--- src/rtl/core/timed_event_queue_macros.svh ---
`ifndef TIMED_EVENT_QUEUE_MACROS_SVH
`define TIMED_EVENT_QUEUE_MACROS_SVH

// same-cycle implication
`define TEQ_ASSERT_IMP(label, ante, cons, msg) \
    label: assert property (@(posedge clk) disable iff (!rst_n) (ante) |-> (cons)) \
        else $error(msg);

// next-cycle implication
`define TEQ_ASSERT_NXT(label, ante, cons, msg) \
    label: assert property (@(posedge clk) disable iff (!rst_n) (ante) |=> (cons)) \
        else $error(msg);

`endif

--- src/rtl/core/teq_pkg.sv ---
package teq_pkg;

    localparam int DEPTH_DEF = 16;
    localparam int IN_W      = 112;
    localparam int OUT_W     = 240;

    typedef enum logic [2:0] {
        FN_SCHED  = 3'd0,
        FN_CANCEL = 3'd1,
        FN_CALL   = 3'd2,
        FN_QUERY  = 3'd3,
        FN_ADV    = 3'd4,
        FN_JUMP   = 3'd5,
        FN_CLEAR  = 3'd6,
        FN_FIRE   = 3'd7
    } func_t;

    typedef enum logic [1:0] {
        KIND_DONE  = 2'd0,
        KIND_FIRED = 2'd1,
        KIND_FULL  = 2'd2,
        KIND_BACK  = 2'd3
    } kind_t;

    typedef struct packed {
        logic [63:0] due;
        logic [7:0]  owner;
        logic [31:0] arg;
    } entry_t;

    localparam int ENTRY_W = $bits(entry_t);

    typedef enum logic [3:0] {
        ST_IDLE,
        ST_SCH_RD,
        ST_SCH_WR,
        ST_SCH_NEW,
        ST_CMP_RD,
        ST_CMP_WR,
        ST_FS_RD,
        ST_FS_CHK,
        ST_FE_RD,
        ST_FE_OUT,
        ST_RESP
    } state_t;

endpackage

--- src/rtl/core/teq_ram.sv ---
module teq_ram #(
    parameter int W = 8,
    parameter int D = 16
) (
    input  logic                 clk,
    input  logic                 wr_en,
    input  logic [$clog2(D)-1:0] wr_addr,
    input  logic [W-1:0]         wr_data,
    input  logic                 rd_en,
    input  logic [$clog2(D)-1:0] rd_addr,
    output logic [W-1:0]         rd_data
);

    logic [W-1:0] mem [D];

    always_ff @(posedge clk)
    begin
        if (wr_en)
        begin
            mem[wr_addr] <= wr_data;
        end
        if (rd_en)
        begin
            rd_data <= mem[rd_addr];
        end
    end

endmodule

--- src/rtl/core/timed_event_queue.sv ---
// Timed event queue: a current time plus up to DEPTH events kept sorted by due
// time in one RAM (ties keep arrival order).
// Input channel s_*: one word per operation (schedule, cancel, cancel all,
// query, advance, jump, clear, fire). s_tready is high only while the block
// is idle, so one operation is worked at a time.
// Output channel m_*: one word per result, tlast on the final one; tuser
// carries the result kind. A single output register sits between the engine
// and the receiver; a stalled receiver holds the engine in place.
// Work per operation, with N entries queued:
//   advance, jump, clear, cancel all, schedule into a full queue: no RAM access
//   schedule: a direct write when empty, else a shift-up walk from the top,
//   one entry per read/write pair through the RAM port pair
//   cancel, query: full walk of the RAM
//   fire with nothing due: a check of the head entry (no read when empty)
//   fire of F > 0 due events: a scan up to the first entry not yet due,
//   then F emitted words, then compaction of the N-F entries left
// Reset clears the count, the time and the earliest-due register; RAM
// contents need no clearing since only entries below the count are read.
module timed_event_queue #(
    parameter int DEPTH = teq_pkg::DEPTH_DEF
) (
    input  logic                      clk,
    input  logic                      rst_n,
    input  logic                      s_tvalid,
    output logic                      s_tready,
    // func[2:0], handler_id[10:3], param[42:11], amount[106:43]
    input  logic [teq_pkg::IN_W-1:0]  s_tdata,
    output logic                      m_tvalid,
    input  logic                      m_tready,
    // fired_handler[7:0], fired_param[39:8], event_time[103:40],
    // now_time[167:104], pending[168], next_due[232:169]
    output logic [teq_pkg::OUT_W-1:0] m_tdata,
    // kind[1:0]
    output logic [1:0]                m_tuser,
    output logic                      m_tlast
);

    import teq_pkg::*;

`include "timed_event_queue_macros.svh"

    localparam int AW = $clog2(DEPTH);
    localparam int CW = $clog2(DEPTH + 1);

    state_t        state_reg, state_next;
    logic [CW-1:0] count_reg, count_next;
    logic [CW-1:0] idx_reg, idx_next;
    logic [CW-1:0] widx_reg, widx_next;
    logic [CW-1:0] fcnt_reg, fcnt_next;
    logic [63:0]   now_reg, now_next;
    logic [63:0]   early_reg, early_next;
    logic [63:0]   due_reg, due_next;
    logic [7:0]    h_reg, h_next;
    logic [31:0]   p_reg, p_next;
    func_t         func_reg, func_next;
    kind_t         rkind_reg, rkind_next;
    logic          found_reg, found_next;

    logic          mv_reg, mv_next;
    kind_t         okind_reg, okind_next;
    logic [7:0]    oh_reg, oh_next;
    logic [31:0]   op_reg, op_next;
    logic [63:0]   oevt_reg, oevt_next;
    logic [63:0]   onow_reg, onow_next;
    logic          opend_reg, opend_next;
    logic [63:0]   ond_reg, ond_next;
    logic          olast_reg, olast_next;

    logic          wr_en, rd_en;
    logic [AW-1:0] wr_addr, rd_addr;
    entry_t        wr_data, rd_data;
    logic [ENTRY_W-1:0] rd_raw;

    logic [2:0]    in_func;
    logic [7:0]    in_h;
    logic [31:0]   in_p;
    logic [63:0]   in_amt;
    logic [63:0]   sum;
    logic          out_free;
    logic          match;
    entry_t        new_entry;

    assign in_func  = s_tdata[2:0];
    assign in_h     = s_tdata[10:3];
    assign in_p     = s_tdata[42:11];
    assign in_amt   = s_tdata[106:43];
    assign sum      = now_reg + in_amt;
    assign out_free = !mv_reg || m_tready;
    assign rd_data  = entry_t'(rd_raw);
    assign match    = (rd_data.owner == h_reg) && (rd_data.arg == p_reg);
    assign new_entry = '{due: due_reg, owner: h_reg, arg: p_reg};

    teq_ram #(
        .W (ENTRY_W),
        .D (DEPTH)
    ) u_ram (
        .clk     (clk),
        .wr_en   (wr_en),
        .wr_addr (wr_addr),
        .wr_data (wr_data),
        .rd_en   (rd_en),
        .rd_addr (rd_addr),
        .rd_data (rd_raw)
    );

    always_comb
    begin
        state_next = state_reg;
        count_next = count_reg;
        idx_next   = idx_reg;
        widx_next  = widx_reg;
        fcnt_next  = fcnt_reg;
        now_next   = now_reg;
        early_next = early_reg;
        due_next   = due_reg;
        h_next     = h_reg;
        p_next     = p_reg;
        func_next  = func_reg;
        rkind_next = rkind_reg;
        found_next = found_reg;
        mv_next    = mv_reg && !m_tready;
        okind_next = okind_reg;
        oh_next    = oh_reg;
        op_next    = op_reg;
        oevt_next  = oevt_reg;
        onow_next  = onow_reg;
        opend_next = opend_reg;
        ond_next   = ond_reg;
        olast_next = olast_reg;

        unique case (state_reg)
            ST_IDLE:
            begin
                if (s_tvalid)
                begin
                    func_next  = func_t'(in_func);
                    h_next     = in_h;
                    p_next     = in_p;
                    rkind_next = KIND_DONE;
                    found_next = 1'b0;
                    idx_next   = '0;
                    widx_next  = '0;
                    due_next   = (sum == 64'd0) ? 64'd1 : sum;
                    state_next = ST_RESP;
                    unique case (func_t'(in_func))
                        FN_SCHED:
                        begin
                            if (count_reg == CW'(DEPTH))
                            begin
                                rkind_next = KIND_FULL;
                            end
                            else if (count_reg == '0)
                            begin
                                state_next = ST_SCH_NEW;
                            end
                            else
                            begin
                                idx_next   = count_reg - CW'(1);
                                state_next = ST_SCH_RD;
                            end
                        end
                        FN_CANCEL, FN_QUERY:
                        begin
                            state_next = ST_CMP_RD;
                        end
                        FN_CALL:
                        begin
                            count_next = '0;
                            early_next = '0;
                        end
                        FN_ADV:
                        begin
                            now_next = sum;
                        end
                        FN_JUMP:
                        begin
                            if (in_amt < now_reg)
                            begin
                                rkind_next = KIND_BACK;
                            end
                            else
                            begin
                                now_next = in_amt;
                            end
                        end
                        FN_CLEAR:
                        begin
                            count_next = '0;
                            early_next = '0;
                            now_next   = '0;
                        end
                        FN_FIRE:
                        begin
                            state_next = ST_FS_RD;
                        end
                        default:
                        begin
                            state_next = ST_RESP;
                        end
                    endcase
                end
            end
            ST_SCH_RD:
            begin
                state_next = ST_SCH_WR;
            end
            ST_SCH_WR:
            begin
                if (rd_data.due > due_reg)
                begin
                    if (idx_reg == '0)
                    begin
                        state_next = ST_SCH_NEW;
                    end
                    else
                    begin
                        idx_next   = idx_reg - CW'(1);
                        state_next = ST_SCH_RD;
                    end
                end
                else
                begin
                    count_next = count_reg + CW'(1);
                    state_next = ST_RESP;
                end
            end
            ST_SCH_NEW:
            begin
                count_next = count_reg + CW'(1);
                early_next = due_reg;
                state_next = ST_RESP;
            end
            ST_CMP_RD:
            begin
                if (idx_reg == count_reg)
                begin
                    if (func_reg != FN_QUERY)
                    begin
                        count_next = widx_reg;
                        if (widx_reg == '0)
                        begin
                            early_next = '0;
                        end
                    end
                    state_next = (func_reg == FN_FIRE) ? ST_IDLE : ST_RESP;
                end
                else
                begin
                    state_next = ST_CMP_WR;
                end
            end
            ST_CMP_WR:
            begin
                idx_next   = idx_reg + CW'(1);
                state_next = ST_CMP_RD;
                if (func_reg == FN_QUERY)
                begin
                    found_next = found_reg || match;
                end
                else if (func_reg == FN_FIRE || !match)
                begin
                    widx_next = widx_reg + CW'(1);
                    if (widx_reg == '0)
                    begin
                        early_next = rd_data.due;
                    end
                end
            end
            ST_FS_RD:
            begin
                if (idx_reg == count_reg)
                begin
                    early_next = '0;
                    fcnt_next  = idx_reg;
                    idx_next   = '0;
                    state_next = (idx_reg == '0) ? ST_RESP : ST_FE_RD;
                end
                else
                begin
                    state_next = ST_FS_CHK;
                end
            end
            ST_FS_CHK:
            begin
                if (rd_data.due <= now_reg)
                begin
                    idx_next   = idx_reg + CW'(1);
                    state_next = ST_FS_RD;
                end
                else
                begin
                    early_next = rd_data.due;
                    fcnt_next  = idx_reg;
                    idx_next   = '0;
                    state_next = (idx_reg == '0) ? ST_RESP : ST_FE_RD;
                end
            end
            ST_FE_RD:
            begin
                state_next = ST_FE_OUT;
            end
            ST_FE_OUT:
            begin
                if (out_free)
                begin
                    mv_next    = 1'b1;
                    okind_next = KIND_FIRED;
                    oh_next    = rd_data.owner;
                    op_next    = rd_data.arg;
                    oevt_next  = rd_data.due;
                    onow_next  = now_reg;
                    opend_next = 1'b0;
                    ond_next   = early_reg;
                    olast_next = (idx_reg + CW'(1) == fcnt_reg);
                    if (idx_reg + CW'(1) == fcnt_reg)
                    begin
                        idx_next   = fcnt_reg;
                        widx_next  = '0;
                        state_next = ST_CMP_RD;
                    end
                    else
                    begin
                        idx_next   = idx_reg + CW'(1);
                        state_next = ST_FE_RD;
                    end
                end
            end
            ST_RESP:
            begin
                if (out_free)
                begin
                    mv_next    = 1'b1;
                    okind_next = rkind_reg;
                    oh_next    = '0;
                    op_next    = '0;
                    oevt_next  = (func_reg == FN_SCHED) ? due_reg : 64'd0;
                    onow_next  = now_reg;
                    opend_next = (func_reg == FN_QUERY) && found_reg;
                    ond_next   = early_reg;
                    olast_next = 1'b1;
                    state_next = ST_IDLE;
                end
            end
            default:
            begin
                state_next = ST_IDLE;
            end
        endcase
    end

    always_comb
    begin
        s_tready = (state_reg == ST_IDLE);
        rd_en    = 1'b0;
        rd_addr  = idx_reg[AW-1:0];
        wr_en    = 1'b0;
        wr_addr  = '0;
        wr_data  = new_entry;
        unique case (state_reg)
            ST_SCH_RD, ST_FS_RD, ST_FE_RD:
            begin
                rd_en = (state_reg != ST_FS_RD) || (idx_reg != count_reg);
            end
            ST_CMP_RD:
            begin
                rd_en = (idx_reg != count_reg);
            end
            ST_SCH_WR:
            begin
                wr_en   = 1'b1;
                wr_addr = AW'(idx_reg + CW'(1));
                wr_data = (rd_data.due > due_reg) ? rd_data : new_entry;
            end
            ST_SCH_NEW:
            begin
                wr_en = 1'b1;
            end
            ST_CMP_WR:
            begin
                wr_en   = (func_reg == FN_FIRE) || (func_reg == FN_CANCEL && !match);
                wr_addr = widx_reg[AW-1:0];
                wr_data = rd_data;
            end
            default:
            begin
                wr_en = 1'b0;
            end
        endcase
    end

    always_ff @(posedge clk or negedge rst_n)
    begin
        if (!rst_n)
        begin
            state_reg <= ST_IDLE;
            count_reg <= '0;
            now_reg   <= '0;
            early_reg <= '0;
            mv_reg    <= 1'b0;
        end
        else
        begin
            state_reg <= state_next;
            count_reg <= count_next;
            now_reg   <= now_next;
            early_reg <= early_next;
            mv_reg    <= mv_next;
        end
    end

    always_ff @(posedge clk)
    begin
        idx_reg   <= idx_next;
        widx_reg  <= widx_next;
        fcnt_reg  <= fcnt_next;
        due_reg   <= due_next;
        h_reg     <= h_next;
        p_reg     <= p_next;
        func_reg  <= func_next;
        rkind_reg <= rkind_next;
        found_reg <= found_next;
        okind_reg <= okind_next;
        oh_reg    <= oh_next;
        op_reg    <= op_next;
        oevt_reg  <= oevt_next;
        onow_reg  <= onow_next;
        opend_reg <= opend_next;
        ond_reg   <= ond_next;
        olast_reg <= olast_next;
    end

    assign m_tvalid = mv_reg;
    assign m_tuser  = okind_reg;
    assign m_tlast  = olast_reg;
    assign m_tdata  = {7'd0, ond_reg, opend_reg, onow_reg, oevt_reg, op_reg, oh_reg};

    `TEQ_ASSERT_IMP(a_count_max, 1'b1, count_reg <= CW'(DEPTH), "entry count over depth")
    `TEQ_ASSERT_IMP(a_early_empty, state_reg == ST_IDLE,
        (count_reg == '0) == (early_reg == 64'd0), "earliest due out of step with count")
    `TEQ_ASSERT_IMP(a_fired_due, mv_reg && okind_reg == KIND_FIRED,
        oevt_reg <= onow_reg, "fired event not yet due")
    `TEQ_ASSERT_NXT(a_busy, s_tvalid && s_tready, state_reg != ST_IDLE,
        "operation accepted without leaving idle")

endmodule
--- config.mk ---
export PLATFORM = sky130hd
export DESIGN_NAME = timed_event_queue
export DESIGN_NICKNAME = d
export VERILOG_FILES = /design/src/rtl/core/teq_pkg.sv /design/src/rtl/core/teq_ram.sv /design/src/rtl/core/timed_event_queue.sv
export VERILOG_INCLUDE_DIRS = /design/src /design/src/rtl/core
export SDC_FILE = /design/constraint.sdc
export NUM_CORES = 2
export LEC_CHECK = 0
export ABC_AREA = 1
export BUFFER_PORTS_ARGS = -buffer_cell sky130_fd_sc_hd__buf_4
export CORE_AREA = 10 10 668 670
export DETAILED_ROUTE_END_ITERATION = 12
export DIE_AREA = 0 0 678 680
export PLACE_DENSITY = 0.48
export SLEW_MARGIN = 20
export SYNTH_ARGS = -nofsm -noshare
export SYNTH_HDL_FRONTEND = slang
export SYNTH_SLANG_ARGS = --single-unit
--- constraint.sdc ---
create_clock -name clk -period 7.64 [get_ports clk]
set_input_delay 1.528 -clock clk [delete_from_list [all_inputs] [get_ports clk]]
set_output_delay 1.528 -clock clk [all_outputs]
set_load 0.03 [all_outputs]
==> out/results.txt <==
Switching part of the total: 0.414
Fraction of layout cells with a size suffix above 1: 0.107
Num CTS Buffers: 240
Status: finished with violations
Max-Cap Viols: 0
Crit Path Class: register to register
Global route overflow: 0
Initial DRC Count: 6,833
Seq/Total Area, Yosys: 0.679
Syn Inst Count: 8,782
Initial Util: 0.229
Max H-tree Level: 4
Final Skew: 109 ps
Crit path time final: 4860 ps
Die area: 461,000 um2
Post-synthesis register bit count: 2,267
Reg2reg setup slack: 2780 ps
# IOs: 361
Core area: 433,000 um2
Internal: 29.1 mW
Placed cell area: 109,000 um2
RSZ-0062 raised after global routing: no
Worst Tran Pin Value: 1130 ps
Reg power frac: 0.377
Die W: 678 um
Final setup fails: 0
Count of cell types in the netlist: 56
Top reg by flops: u_ram.mem
Final WS setup: 2780 ps
Final Instance Area: 117,000 um2
Routed len/inst: 22.5 um
Leak: 41.9 nW
Layout Area Growth over Synthesis: 17.7%
Overall Global Routing Usage: 0.139
Via count: 69,267
Hold depth: 0
Final #Nets: 9,468
NetSw: 20.6 mW
FF-to-FF End: u_ram.mem[9][96]$_DFFE_PP_
Post-route DRC: 0
FF-to-FF Start: u_ram.rd_data[62]$_DFFE_PP_
FF-to-FF path depth: 13
Num rows: 242
Max Fclk: 206 MHz
Overall Power: 49.7 mW
Post-CTS Hold Buffers: 0
CP arrival: 5350 ps
Setup crit end kind: register
Hpwl dp: 207,000 um
Worst IR Drop VDD: 403 uV
Max_slew headroom: 0.246
I/O Buffers: 348
Post-CTS setup buffer count: 0
Count of yosys warnings during synthesis: 0
First-pass GRT wire length: 480,000 um
Die height: 680 um
Antenna violations before repair: 11
Hold worst-path end: ond_reg[61]$_DFFE_PP_
Pre-CTS setup slack: 2160 ps
Clock sink count: 2,267
Mapped cell area: 99,200 um2
Final-report hold violation count: 0
Fin Setup TNS: 0 ps
Clock slew at reported path FFs: 60 ps
Combinational share of power: 0.387
Hold Path Origin: early_reg[61]$_DFFE_PN0P_
Max reg flops: 1,664
Vias per cell: 4.61
Vias in the first global route: 65,395
HP Class: register to register
Largest net degree at the start of global routing: 213
DRT Wirelength: 338,000 um
Clock Power Share: 0.236
Pins Over Slew Limit: 0
CP Launch Type: register
Crit path max fanout: 84
Cell Pwr Density: 425 nW/um2
Mean area per synthesized cell: 11.3 um2
Final period util: 0.636
TritonCTS clock tree: built
Worst hold margin: 444 ps
Worst skew pair latency: 960 ps
Routed Antenna Nets: 1
Largest registers: u_ram.mem x1664, u_ram.rd_data x104
Worst path required time: 8140 ps
Violated checks: antenna violations
Drt first pass iters: 6
Clock root buffer master: clkbuf_16
Placer Congestion: 0.958
Clock Path Buffers: 4
Cts repair resizes: 0
cells in the final DEF (no fill, tap or decap), drive strengths merged, types with 16 or more instances in the layout:
cell,netlist,routed
o22ai,637,637
clkinv,2,99
bufinv,0,21
nand4,46,46
a22oi,31,31
o21ai,1188,1188
edfxtp,2129,2129
ha,261,261
inv,720,732
dfrtp,138,138
nand3,175,175
nor2,1323,1323
clkbuf,353,308
nand2,1208,1208
nor3,47,47
a21oi,268,268
xor2,54,54
buf,104,517
o21bai,16,16
layout make-up:
class / instances / area [um2]
clock inverter: 138 / 1420
clock buffer: 308 / 6410
tap: 5734 / 7170
multi-input combinational: 5342 / 27500
sequential: 2267 / 67400
timing repair buffer: 517 / 4160
antenna: 11 / 27.5
inverter: 722 / 2740
fill: 45267 / 316000
cell families (layout without fill, tap and decap cells):
family                   count (synthesis)  in the layout  synth area share
AO/OA/AOI/OAI                         2175           2175             0.120
XOR/XNOR                                66             66           0.00590
adder cells (fa/ha/maj)                262            262            0.0331
buffers and inverters                 1179           1685            0.0473
flip-flops                            2267           2267             0.679
other                                    1             18         0.0000378
AND/OR/NAND/NOR                       2832           2832             0.114
how the worst max path moves through the flow:
| stage | start | to | slack, ps | cells after the start |
|---|---|---|---|---|
| 2_1_floorplan | m_tready | ond_reg[0]$_DFFE_PP_ | 90 | 2 |
| 3_3_place_gp | s_tdata[74] | now_reg[0]$_DFFE_PN0P_ | 2160 | 15 |
| 3_5_place_dp | s_tdata[74] | now_reg[62]$_DFFE_PN0P_ | 2160 | 15 |
| 4_1_cts | p_reg[4]$_DFFE_PP_ | u_ram.mem[5][15]$_DFFE_PP_ | 2590 | 14 |
| 5_1_grt | u_ram.rd_data[62]$_DFFE_PP_ | u_ram.mem[11][96]$_DFFE_PP_ | 2460 | 13 |
| 6_report | u_ram.rd_data[62]$_DFFE_PP_ | u_ram.mem[9][96]$_DFFE_PP_ | 2780 | 13 |
power by group through the flow:
stage / sequential (mW) / combinational, mW / clock [mW]
5_1_grt: 18.9 / 21.1 / 12.4
3_5_place_dp: 19.0 / 19.1 / 0
3_3_place_gp: 18.9 / 19.1 / 0
2_1_floorplan: 19.1 / 11.1 / 0
6_report: 18.7 / 19.2 / 11.7
4_1_cts: 18.7 / 19.2 / 12.0
metal layers:
metal	vias up	share of wire	GRT usage
li1	31789	-	-
met1	34709	0.46	0.199
met2	2327	0.45	0.217
met3	440	0.065	0.0207
met4	2	0.031	0.0419
met5	-	0.000036	0
synth_stat cells, drive strengths merged:
cell	instances	area [um2]
nor4	15	113
conb	1	3.75
xor2	54	480
a211oi	2	15.0
nor3b	2	15.0
o21bai	16	120
and3	1	6.26
nand3b	2	15.0
a31oi	6	37.5
o22ai	637	3990
a311oi	2	17.5
nand4	46	288
clkinv	2	7.51
o31ai	3	22.5
o21a	5	37.5
fa	1	20.0
o211ai	5	37.5
a2111oi	1	8.76
a41oi	2	17.5
nand2	1208	4550
a22o	4	35.0
and2	4	25.0
o211a	1	10.0
nor2	1323	5020
or2	9	56.3
a32oi	1	8.76
buf	104	658
a22oi	31	233
a21oi	268	1390
o221ai	2	17.5
inv	720	2700
o21ai	1188	5950
nor3	47	260
xnor2	12	105
ha	261	3270
a21boi	1	7.51
edfxtp	2129	63900
clkbuf	353	1330
dfrtp	138	3450
nand3	175	941
stage by stage:
| stage | util | instances |
|---|---|---|
| after floorplan | - | 8788 |
| after global placement | 0.251 | 14582 |
| after detailed placement | 0.251 | 14582 |
| after CTS | 0.269 | 15028 |
| after global routing | 0.270 | 15030 |
| final | 0.270 | 15039 |
worst max-delay path, cell delays in order, from the launching register on:
cell and delay, ps:
edfxtp_1 590, ha_1 390, nand4_1 120, nor3_1 360
nand2_1 190, o21bai_1 190, nand2_1 240, nand2_1 130
nand2_1 130, nand3_2 180, nand2_8 430, buf_4 530
nor2_1 90, a21oi_2 780
(Power assumes the default switching activity.)
